### src/sv/sqvg_pkg.sv
package sqvg_pkg;

  // Field and datapath widths
  localparam int TSIZE_W   = 13;  // texture size register
  localparam int EDGE_W    = 13;  // texel edge, src + size
  localparam int RECIP_W   = 30;  // floor(2^29 / size)
  localparam int Q_W       = 17;  // unsaturated tex quotient
  localparam int TEX_W     = 18;  // tex coordinate, Q.16 up to 2.0
  localparam int STEP_W    = 5;   // reciprocal divider step counter
  localparam int CFG_IDX_W = 1;

  // Configuration register indexes
  localparam logic [CFG_IDX_W-1:0] REG_TEX_WIDTH  = 1'b0;
  localparam logic [CFG_IDX_W-1:0] REG_TEX_HEIGHT = 1'b1;

  localparam logic [RECIP_W-1:0] RECIP_ONE     = 30'h2000_0000;  // 2^29 / 1
  localparam logic [STEP_W-1:0]  DIV_LAST_STEP = 5'd29;
  localparam logic [TEX_W-1:0]   TEX_MAX       = 18'd131072;
  localparam logic [1:0]         CORNER_LAST   = 2'd3;

  typedef struct packed {
    logic signed [15:0] coef_xx;
    logic signed [15:0] coef_xy;
    logic signed [15:0] coef_yx;
    logic signed [15:0] coef_yy;
    logic signed [31:0] shift_x;
    logic signed [31:0] shift_y;
    logic [11:0]        src_x;
    logic [11:0]        src_y;
    logic [11:0]        rect_width;
    logic [11:0]        rect_height;
    logic [31:0]        color_rgba;
  } in_item_t;

  typedef struct packed {
    logic signed [31:0] pos_x;
    logic signed [31:0] pos_y;
    logic [TEX_W-1:0]   tex_s;
    logic [TEX_W-1:0]   tex_t;
    logic [31:0]        vertex_color;
    logic [1:0]         corner;
    logic               last_vertex;
  } out_item_t;

  // Queued sprite, edges already formed
  typedef struct packed {
    logic signed [15:0] coef_xx;
    logic signed [15:0] coef_xy;
    logic signed [15:0] coef_yx;
    logic signed [15:0] coef_yy;
    logic signed [31:0] shift_x;
    logic signed [31:0] shift_y;
    logic [11:0]        rect_width;
    logic [11:0]        rect_height;
    logic [EDGE_W-1:0]  s_near;
    logic [EDGE_W-1:0]  s_far;
    logic [EDGE_W-1:0]  t_near;
    logic [EDGE_W-1:0]  t_far;
    logic [31:0]        color;
  } sq_entry_t;

  // Texture scale state shared by front and back
  typedef struct packed {
    logic               busy;
    logic [TSIZE_W-1:0] tex_w;    // effective, never zero
    logic [TSIZE_W-1:0] tex_h;
    logic [RECIP_W-1:0] recip_w;
    logic [RECIP_W-1:0] recip_h;
  } tex_scale_t;

endpackage

### src/sv/sqvg_recip.sv
module sqvg_recip
  import sqvg_pkg::*;
(
  input  logic                 clk,
  input  logic                 rst_n,
  input  logic                 cfg_valid,
  output logic                 cfg_ready,
  input  logic [CFG_IDX_W-1:0] cfg_index,
  input  logic [TSIZE_W-1:0]   cfg_data,
  output tex_scale_t           scale
);

  logic [TSIZE_W-1:0]   tex_w_r, tex_h_r;
  logic [RECIP_W-1:0]   recip_w_r, recip_h_r;
  logic                 busy_r;
  logic [CFG_IDX_W-1:0] tgt_r;
  logic [TSIZE_W-1:0]   div_r;
  logic [TSIZE_W-1:0]   rem_r;
  logic [RECIP_W-1:0]   quo_r;
  logic [STEP_W-1:0]    step_r;

  logic                 wr;
  logic [TSIZE_W-1:0]   d_new;
  logic [TSIZE_W:0]     rem_sh;
  logic                 ge;
  logic [TSIZE_W-1:0]   rem_nxt;
  logic [RECIP_W-1:0]   quo_nxt;

  assign cfg_ready = !busy_r;
  assign wr        = cfg_valid && cfg_ready;
  // a size of zero behaves as one
  assign d_new     = (cfg_data == '0) ? TSIZE_W'(1) : cfg_data;

  // Restoring divide of 2^29 by the size, one quotient bit per cycle
  always_comb begin
    rem_sh  = {rem_r, (step_r == DIV_LAST_STEP)};
    ge      = rem_sh >= {1'b0, div_r};
    rem_nxt = ge ? TSIZE_W'(rem_sh - {1'b0, div_r}) : rem_sh[TSIZE_W-1:0];
    quo_nxt = {quo_r[RECIP_W-2:0], ge};
  end

  always_ff @(posedge clk) begin
    if (!rst_n) begin
      busy_r    <= 1'b0;
      tex_w_r   <= TSIZE_W'(1);
      tex_h_r   <= TSIZE_W'(1);
      recip_w_r <= RECIP_ONE;
      recip_h_r <= RECIP_ONE;
    end else if (wr) begin
      case (cfg_index)
        REG_TEX_WIDTH:  tex_w_r <= d_new;
        REG_TEX_HEIGHT: tex_h_r <= d_new;
        default: ;
      endcase
      busy_r <= 1'b1;
      tgt_r  <= cfg_index;
      div_r  <= d_new;
      rem_r  <= '0;
      quo_r  <= '0;
      step_r <= DIV_LAST_STEP;
    end else if (busy_r) begin
      rem_r  <= rem_nxt;
      quo_r  <= quo_nxt;
      step_r <= step_r - STEP_W'(1);
      if (step_r == '0) begin
        busy_r <= 1'b0;
        case (tgt_r)
          REG_TEX_WIDTH:  recip_w_r <= quo_nxt;
          REG_TEX_HEIGHT: recip_h_r <= quo_nxt;
          default: ;
        endcase
      end
    end
  end

  // a write in flight also holds off new items
  assign scale.busy    = busy_r || cfg_valid;
  assign scale.tex_w   = tex_w_r;
  assign scale.tex_h   = tex_h_r;
  assign scale.recip_w = recip_w_r;
  assign scale.recip_h = recip_h_r;

endmodule

### config.mk
export PLATFORM = sky130hd
export DESIGN_NAME = sqvg_recip
export DESIGN_NICKNAME = d
export VERILOG_FILES = /design/src/sv/sqvg_pkg.sv /design/src/sv/sqvg_recip.sv
export SDC_FILE = /design/constraint.sdc
export NUM_CORES = 1
export LEC_CHECK = 0
export ABC_AREA = 1
export BUFFER_PORTS_ARGS = -buffer_cell sky130_fd_sc_hd__buf_2
export CAP_MARGIN = 20
export CORE_ASPECT_RATIO = 1.4
export CORE_MARGIN = 5
export CORE_UTILIZATION = 40
export DETAILED_ROUTE_END_ITERATION = 8
export GPL_ROUTABILITY_DRIVEN = 0
export PLACE_DENSITY = 0.56
export SLEW_MARGIN = 0
export SYNTH_ARGS = -nofsm -noshare
export SYNTH_HDL_FRONTEND = slang
export SYNTH_SLANG_ARGS = --single-unit
### constraint.sdc
create_clock -name clk -period 8.5 [get_ports clk]
set_input_delay 1.7 -clock clk [delete_from_list [all_inputs] [get_ports clk]]
set_output_delay 1.7 -clock clk [all_outputs]
set_load 0.01 [all_outputs]
==> run_results.csv, run 1 <==
group,metric,value,unit
setup_path,setup.worst_path.end,"scale[86]",
hold_path,min-delay-start,"recip_h_r[29]",
cts,cts_tree,"yes",
grt,grt_usage,0.169,
finish,antenna_cells,0,
grt,grt_pass1_wl,24300,um
timing,fin_setup_tns,0,ps
yosys,syn_area_per_cell,8.84,sq um
die,start_util,0.405,
finish,multi_input_area,2090,sq um
timing,timing.fmax,0.255,GHz
yosys,yosys_warnings,0,
yosys,synth_top_cell_area_share,0.291,
finish,final_common_cell,"nand2_1",
yosys,synth_cells,711,
routing,wl_per_cell,14.8,um
yosys,ys_seq_area_frac,0.568,
cts,cts_hold_buf,0,
finish,drive_gt1_frac,0.183,
timing,setup_ws,4580,ps
power,cellPowerDensity,233,nW/um^2
placement,dp_hpwl,10800,um
placement,io_buffers,104,
timing,setup_viol,0,
flow_run,maxCapViolCount,0,
die,die_h,158,um
cts,clock_path_buffers,2,
cts,clk_pin_slew,60,ps
finish,area_growth,19.2,%
cts,htreeDepth,4,
finish,fin_nets,829,
outcome,status,"finished, final reports clean",
timing,finalHoldViolations,0,
die,core-area,15500,sq um
finish,ff_latch_area,3570,sq um
timing,post-route-period-util,0.462,
setup_path,regToRegEndpoint,"rem_r[10]",
cts,cts_sinks,148,
grt,antenna_found_initial,0,
placement,pre_cts_ws,3760,ps
routing,drc,0,
yosys,synthesis.nets,744,
hold_path,worst_hold_path_type,"reg -> reg",
routing,routed_wl,14800,um
cts,clk_latency,410,ps
cts,numCtsBuffers,17,
yosys,synthTopCellsByArea,"edfxtp_1 (29%), dfxtp_1 (28%), a21oi_1 (6.8%), nand2_1 (6.3%), o21ai_0 (6.1%)",
setup_path,r2r_start,"step_r[0]",
timing,fin_crit,3920,ps
setup_path,crit_top_cell,"buf_2",
setup_path,cp_cell_sequence,"buf_2 > inv_1 > nand2_1 > buf_2",
power,ir_drop,0.000161,V
routing,drtIter0Drc,332,
setup_path,reg2reg_depth,15,
cts,root_buffer,"clkbuf_16",
routing,firstDrtPassIters,5,
setup_path,cp-startpoint,"cfg_valid",
setup_path,endpoint_kind,"output pin",
routing,vias,4924,
timing,slew_headroom,0.476,
timing,rsz0062_at_grt,"false",
yosys,yosysTopAreaCell,"edfxtp_1",
die,fp-row-count,54,
timing,drv_slew,0,
yosys,ys_ff_latch,148,
yosys,synthDistinctLibCells,31,
setup_path,path_buf_inv,3,
setup_path,critical_path_class,"in -> out",
setup_path,path_max_fanout,3,
timing,tightest_slew,785,ps
yosys,syn-cell-area,6290,sq um
setup_path,critPathSlowestCell,"inv_1",
setup_path,crit_family,"buffers and inverters",
grt,overflow,0,
routing,viasPerCell,4.90,
setup_path,crit_required,6800,ps
routing,antenna_left,0,
die,die_w,116,um
setup_path,cp-start-kind,"primary input",
grt,grt_pass1_vias,4954,
cts,cts-resized-gates,0,
setup_path,cp_slowest_stage_delay,150,ps
finish,fillers,1507,
finish,layout_common_cells,"nand2_1 (106), buf_2 (104), inv_1 (101)",
setup_path,reg2reg_slack,5350,ps
die,dieArea,18400,sq um
setup_path,path_depth,4,
cts,cts_setup_buffers,0,
setup_path,worstPathArrival,2220,ps
power,leakage,3.62,nW
die,pin_count,105,
grt,grt_max_degree,80,
timing,fin_skew,7.25,ps
[routing by layer]
| layer | wire length [um] | vias up | part of all wire | GRT usage |
|---|---|---|---|---|
| met3 | 761 | 24 | 0.051 | 0.0502 |
| met1 | 6240 | 2314 | 0.42 | 0.197 |
| met4 | 353 | 0 | 0.024 | 0.0697 |
| met5 | 0 | - | 0 | 0 |
| met2 | 7480 | 97 | 0.50 | 0.288 |
| li1 | - | 2489 | - | - |
[registers in the layout (all words and copies together) (netlist names)]
name / count
tex_h_r: 13
tgt_r: 1
recip_w_r: 30
tex_w_r: 13
busy_r: 1
recip_h_r: 30
div_r: 13
rem_r: 13
step_r: 5
quo_r: 29
[cell families after synthesis]
logic type,share of synthesized area
buffers and inverters,0.101
AND/OR/NAND/NOR,0.155
XOR/XNOR,0.00418
flip-flops,0.568
AO/OA/AOI/OAI,0.139
adder cells (fa/ha/maj),0.0330
[final cells by class]
class / instances / area share
Clock buffer: 20 / 0.0653
Inverter: 103 / 0.0516
Clock inverter: 12 / 0.0185
Timing Repair Buffer: 108 / 0.0761
Multi-Input combinational cell: 418 / 0.279
Sequential cell: 148 / 0.477
Tap cell: 196 / 0.0327
[worst reg2reg max path, cell delays in order (launching register included)]
cell and delay, ps:
edfxtp_1 420, ha_1 230, nand4_1 120, ha_1 160
inv_1 70, fa_1 410, nand2_1 110, nand2_1 80
nand3_1 70, nand2_1 120, nand2_1 130, nand3_2 450
nand2_1 340, nand2_1 80, nand2_1 70, inv_1 40
[report_power, final]
| part | internal, mW | switching, mW |
|---|---|---|
| registers | 0.778 | 0.0154 |
| clock network | 0.479 | 0.289 |
| logic | 0.0605 | 0.126 |
[synth_stat cells (all sizes together)]
library cell  instances
dfxtp                87
nor2                 83
a21o                  1
nor3                  1
nand2               106
clkinv                1
inv                 102
clkbuf               22
a21oi                86
nor4                  1
o21bai                1
nand3                28
fa                    1
buf                  20
a21boi                1
xor2                  2
xnor2                 1
nand4                 6
edfxtp               61
or2                   1
ha                   15
o21ai                84
[worst min-delay path by stage]
stage / cells past startpoint / endpoint
2_1_floorplan: 2 / recip_h_r[29]
3_3_place_gp: 2 / recip_h_r[29]
3_5_place_dp: 2 / recip_h_r[29]
4_1_cts: 2 / recip_h_r[29]
5_1_grt: 2 / recip_w_r[29]
6_report: 2 / recip_h_r[29]
[stage by stage]
stage / hold WS (ps) / area, sq um / utilization / power, mW / std cells
after CTS: 465 / 7450 / 0.480 / 1.76 / 1002
final: 459 / 7490 / 0.482 / 1.75 / 1005
after global placement: 442 / 6820 / 0.439 / 0.989 / 970
after floorplan: 461 / 6290 / - / 0.939 / 711
after detailed placement: 450 / 6820 / 0.439 / 0.994 / 970
after global routing: 494 / 7490 / 0.482 / 1.83 / 1005
(Power assumes the default switching activity.)
==> run 2, diff against run 1 <==
--- a/config.mk
+++ b/config.mk
@@ -13,7 +13,7 @@
 export CORE_UTILIZATION = 40
 export DETAILED_ROUTE_END_ITERATION = 8
 export GPL_ROUTABILITY_DRIVEN = 0
-export PLACE_DENSITY = 0.56
+export PLACE_DENSITY = 0.58
 export SLEW_MARGIN = 0
 export SYNTH_ARGS = -nofsm -noshare
 export SYNTH_HDL_FRONTEND = slang
==> constraint.sdc (replaced) <==
create_clock -name clk -period 3.3 [get_ports clk]
set_input_delay 0.66 -clock clk [delete_from_list [all_inputs] [get_ports clk]]
set_output_delay 0.66 -clock clk [all_outputs]
set_load 0.01 [all_outputs]
==> run 2 against run 1 <==
Sequential cell count unchanged. Via count about the same. Final area about the same. Total power increased to 2.6 times the previous value. Critical endpoint is now rem_r[5]. Highest routed layer unchanged.
==> run_results.csv, run 2 (synthesis gave the netlist of run 1 again) <==
group,metric,value,unit
grt,grt_pass1_vias,4937,
placement,dp_hpwl,10600,um
outcome,status,"finished, final reports clean",
setup_path,critical_path_class,"reg -> reg",
finish,utilization,0.483,
routing,vias,4928,
timing,post-route-period-util,0.798,
cts,clk_pin_slew,60,ps
die,dieArea,18400,sq um
timing,setup_ws,667,ps
grt,grt_usage,0.170,
cts,numCtsBuffers,17,
power,leakage,3.63,nW
routing,antenna_left,0,
die,die_w,116,um
routing,drc,0,
grt,grt_max_degree,79,
cts,clock_path_buffers,2,
setup_path,cp-start-kind,"register",
timing,fin_skew,20.9,ps
die,start_util,0.405,
finish,antenna_cells,0,
finish,fin_nets,832,
timing,setup_viol,0,
timing,timing.fmax,0.380,GHz
setup_path,endpoint_kind,"register",
power,cellPowerDensity,603,nW/um^2
cts,cts_hold_buf,0,
power,finalPower,4.52,mW
grt,grt_pass1_wl,24400,um
die,core-area,15500,sq um
finish,largestRegisters,"recip_h_r (30), recip_w_r (30), quo_r (29)",
cts,cts-resized-gates,0,
placement,io_buffers,104,
timing,finalHoldViolations,0,
grt,overflow,0,
die,fp-row-count,54,
cts,cts_sinks,148,
cts,root_buffer,"clkbuf_16",
routing,viasPerCell,4.89,
die,pin_count,105,
routing,routed_wl,15000,um
setup_path,crit_required,3460,ps
finish,layout_common_cells,"nand2_1 (106), buf_2 (104), inv_1 (101)",
setup_path,worstPathArrival,2800,ps
placement,pre_cts_ws,661,ps
cts,htreeDepth,4,
timing,drv_slew,0,
hold_path,worst_hold_path_type,"in -> reg",
finish,area_growth,19.3,%
cts,clk_latency,420,ps
power,ir_drop,0.000312,V
timing,rsz0062_at_grt,"false",
cts,cts_setup_buffers,0,
routing,firstDrtPassIters,4,
cts,cts_tree,"yes",
flow_run,maxCapViolCount,0,
die,die_h,158,um
finish,drive_gt1_frac,0.187,
finish,final_common_cell,"nand2_1",
timing,slew_headroom,0.534,
setup_path,path_max_fanout,20,
routing,drtIter0Drc,313,
grt,antenna_found_initial,0,
timing,fin_setup_tns,0,ps
timing,tightest_slew,698,ps
timing,fin_crit,2630,ps
routing,wl_per_cell,14.9,um
[run 2: cell count changes in the layout (fill, tap and decap cells not counted), sizes merged]
cell	change
clkbuf	+2
inv	+1
clkinv	-1
bufinv	-1
buf	+3
clkinvlp	-1
[run 2: layout make-up]
class                      count  area, sq um
sequential                   148         3570
inverter                     103          387
timing repair buffer         111          573
fill                        1525         8040
clock buffer                  22          528
clock inverter                10          103
tap                          196          245
multi-input combinational    418         2090
[run 2: worst paths after layout]
| check | startpoint | end | slack, ps | cells after the start |
|---|---|---|---|---|
| min | cfg_data[6] | div_r[6] | 440 | 1 |
| min reg2reg | tex_h_r[0] | tex_h_r[0] | 470 | 2 |
| max reg2reg | step_r[0] | rem_r[5] | 670 | 14 |
| max | step_r[0] | rem_r[5] | 670 | 14 |
[run 2: routing by layer]
metal  up-vias  GRT usage  part of all wire
met5         -          0                 0
met4         0     0.0669             0.014
met3        12     0.0536             0.060
met2       113      0.294              0.52
met1      2320      0.195              0.40
li1       2483          -                 -
[run 2: power by group]
group,internal [mW],switching [mW],total [mW]
clock network,1.23,0.772,2.00
registers,2.00,0.0386,2.04
logic,0.157,0.321,0.478
total,3.39,1.13,4.52
[run 2: worst max-delay path: stages (launching register included)]
cell and delay (ps):
edfxtp_1 410, ha_1 220, nand4_1 90, ha_1 150
inv_1 70, fa_1 410, nand2_1 110, nand2_1 70
nand3_1 70, nand2_1 90, nand2_1 110, nand3_2 130
buf_4 240, o21ai_0 160, nor2_1 50
[run 2: per-stage QoR]
stage	cell area, sq um	instances	hold slack, ps
after floorplan	6290	711	461
after global placement	6870	976	440
after detailed placement	6870	976	458
after CTS	7500	1008	414
after global routing	7500	1008	418
final	7500	1008	442
==> run 3, diff against run 2 <==
--- a/config.mk
+++ b/config.mk
@@ -5,7 +5,7 @@
 export SDC_FILE = /design/constraint.sdc
 export NUM_CORES = 1
 export LEC_CHECK = 0
-export ABC_AREA = 1
+export ABC_AREA = 0
 export BUFFER_PORTS_ARGS = -buffer_cell sky130_fd_sc_hd__buf_2
 export CAP_MARGIN = 20
 export CORE_ASPECT_RATIO = 1.4
==> constraint.sdc (replaced) <==
create_clock -name clk -period 2.3 [get_ports clk]
set_input_delay 0.46 -clock clk [delete_from_list [all_inputs] [get_ports clk]]
set_output_delay 0.46 -clock clk [all_outputs]
set_load 0.01 [all_outputs]
==> run 3 against run 2 <==
The run now ends with setup timing left. Final cell count is 4.3% lower. Global-route usage is 0.32 points higher. Final area is 4.7% higher. Core utilization is 2.1 points higher. Total power is 45% higher. Area after synthesis is 0.82% higher. Worst setup slack worse by 1000 ps.
==> run_results.csv, run 3 <==
group,metric,value,unit
finish,fillers,1418,
timing,setup_ws,-353,ps
finish,largestRegisters,"recip_h_r (30), recip_w_r (30), quo_r (29)",
routing,drc,0,
power,cellPowerDensity,834,nW/um^2
die,die_h,159,um
finish,final_area,7850,sq um
hold_path,worst_hold_path_type,"in -> reg",
finish,finalNonFillerCells,965,
grt,antenna_found_initial,0,
yosys,yosys_warnings,0,
cts,clock_path_buffers,2,
grt,grt_pass1_vias,5058,
finish,fin_nets,789,
cts,clk_pin_slew,60,ps
placement,dp_hpwl,10900,um
yosys,synthesis.nets,676,
die,core-area,15600,sq um
timing,finalHoldViolations,0,
finish,layout_common_cells,"nand2_1 (179), buf_2 (104), dfxtp_1 (87)",
placement,postPlaceCellArea,7180,sq um
grt,grt_usage,0.173,
timing,holdWs,279,ps
setup_path,critical_path_class,"reg -> reg",
timing,tightest_slew,593,ps
placement,io_buffers,104,
setup_path,path_max_fanout,12,
yosys,ys_ff_latch,148,
routing,viasPerCell,5.02,
cts,cts_sinks,148,
grt,grt_max_degree,50,
yosys,synth_cells,643,
die,start_util,0.406,
yosys,synth_ff_type,"dfxtp_1",
die,fp-row-count,54,
timing,rsz0062_at_grt,"true",
routing,wl_per_cell,15.9,um
setup_path,endpoint_kind,"register",
finish,drive_gt1_frac,0.247,
finish,area_growth,23.9,%
yosys,ys_seq_area_frac,0.564,
die,die_w,116,um
routing,antenna_left,0,
timing,fin_skew,9.06,ps
routing,vias,4843,
routing,firstDrtPassIters,4,
yosys,yosysMostFrequentCell,"nand2_1",
routing,routed_wl,15400,um
cts,numCtsBuffers,17,
finish,final_common_cell,"nand2_1",
timing,post-route-period-util,1.15,
outcome,status,"finished with violations",
power,ir_drop,0.000410,V
cts,clk_latency,420,ps
yosys,syn-cell-area,6340,sq um
yosys,synth_top_cell_area_share,0.289,
yosys,ys_top_cells_by_count,"nand2_1 (181), dfxtp_1 (87), a21boi_0 (68)",
timing,fin_crit,2650,ps
grt,grt_pass1_wl,25500,um
cts,cts_tree,"yes",
cts,htreeDepth,4,
finish,antenna_cells,0,
timing,setup_viol,16,
yosys,syn_area_per_cell,9.86,sq um
yosys,synthDistinctLibCells,53,
cts,root_buffer,"clkbuf_16",
timing,fin_setup_tns,-4560,ps
setup_path,crit_required,2460,ps
die,dieArea,18500,sq um
outcome,violations,"setup timing",
yosys,yosysTopAreaCell,"edfxtp_1",
grt,overflow,0,
setup_path,cp-start-kind,"register",
setup_path,worstPathArrival,2810,ps
yosys,synthTopCellsByArea,"edfxtp_1 (29%), dfxtp_1 (27%), nand2_1 (11%), a21boi_0 (8.1%), nor2b_1 (3.2%)",
timing,drv_slew,0,
timing,timing.fmax,0.377,GHz
power,leakage,3.24,nW
yosys,async_flop_share,0,
yosys,synth-edff-count,61,
timing,slew_headroom,0.600,
placement,dp_cells,929,
flow_run,maxCapViolCount,0,
die,pin_count,105,
routing,drtIter0Drc,201,
[run 3: cell types whose count changed in the layout (fill, tap and decap cells not counted), moves of 8 or more]
cell	change
nand3_1	-17
a21boi_0	+67
inv_1	-81
nor2_1	-66
o21ai_1	-8
a21oi_1	-73
nand2_1	+73
o21ai_0	-72
buf_4	+24
mux2i_1	+9
a21boi_1	+12
nor2b_1	+31
[run 3: logic make-up after synthesis]
group                      count (synthesis)  synth area share
DFF                                      148             0.564
buffers and inverters                     67            0.0421
adders and majority gates                 16            0.0328
xor gates and xnor gates                   8            0.0111
muxes                                     10            0.0158
and+or+nand+nor                          268             0.188
AOI/OAI and AO/OA                        126             0.147
[run 3: layout make-up]
type | instances | area (sq um) | area share
inverters | 22 | 82.6 | 0.0105
flip-flops and latches | 148 | 3570 | 0.455
repair buffers | 139 | 816 | 0.104
multi-input cells | 428 | 2550 | 0.325
clock buffers | 19 | 433 | 0.0551
well taps | 196 | 245 | 0.0312
clock inverters | 13 | 148 | 0.0188
[run 3: where the power goes]
| group | total, mW | switching [mW] | internal [mW] |
|---|---|---|---|
| combinational | 0.855 | 0.457 | 0.399 |
| clock | 2.75 | 1.13 | 1.62 |
| sequential | 2.95 | 0.0702 | 2.88 |
[run 3: critical path, stage by stage, from the launching register on]
cell and delay (ps):
edfxtp_1 380, ha_2 200, nand4_1 100, ha_2 190, inv_2 40, fa_2 330
a211o_1 310, a21oi_4 170, o21bai_4 80, o21ai_4 170, buf_12 170, mux2i_2 200
nor2_1 50
[run 3: path summary, 6_finish.rpt]
path,startpoint,to,slack [ps],cells after the start
worst min register to register,recip_h_r[4],recip_h_r[4],450,2
worst max register to register,step_r[0],rem_r[10],-350,12
worst min-delay path,cfg_data[8],div_r[8],280,1
worst max-delay path,step_r[0],rem_r[10],-350,12
[run 3: repair_timing]
item	CTS	global route
endpoints found under the setup margin	16	20
pin swaps	1	1
cloned	0	0
hold buffers	0	0
gates resized for setup	7	5
setup buffers	3	0
[run 3: metal layers]
metal,GRT usage,part of all wire
met2,0.295,0.52
met1,0.205,0.41
met3,0.0414,0.043
met5,0,0
met4,0.0728,0.025
[run 3: per-stage QoR]
| stage | util | worst slack, ps | power, mW |
|---|---|---|---|
| 4_1_cts | 0.500 | -378 | 6.59 |
| 6_report | 0.503 | -353 | 6.55 |
| 3_5_place_dp | 0.460 | -395 | 3.81 |
| 5_1_grt | 0.503 | -532 | 6.82 |
| 2_1_floorplan | - | -353 | 3.54 |
| 3_3_place_gp | 0.460 | -332 | 3.78 |
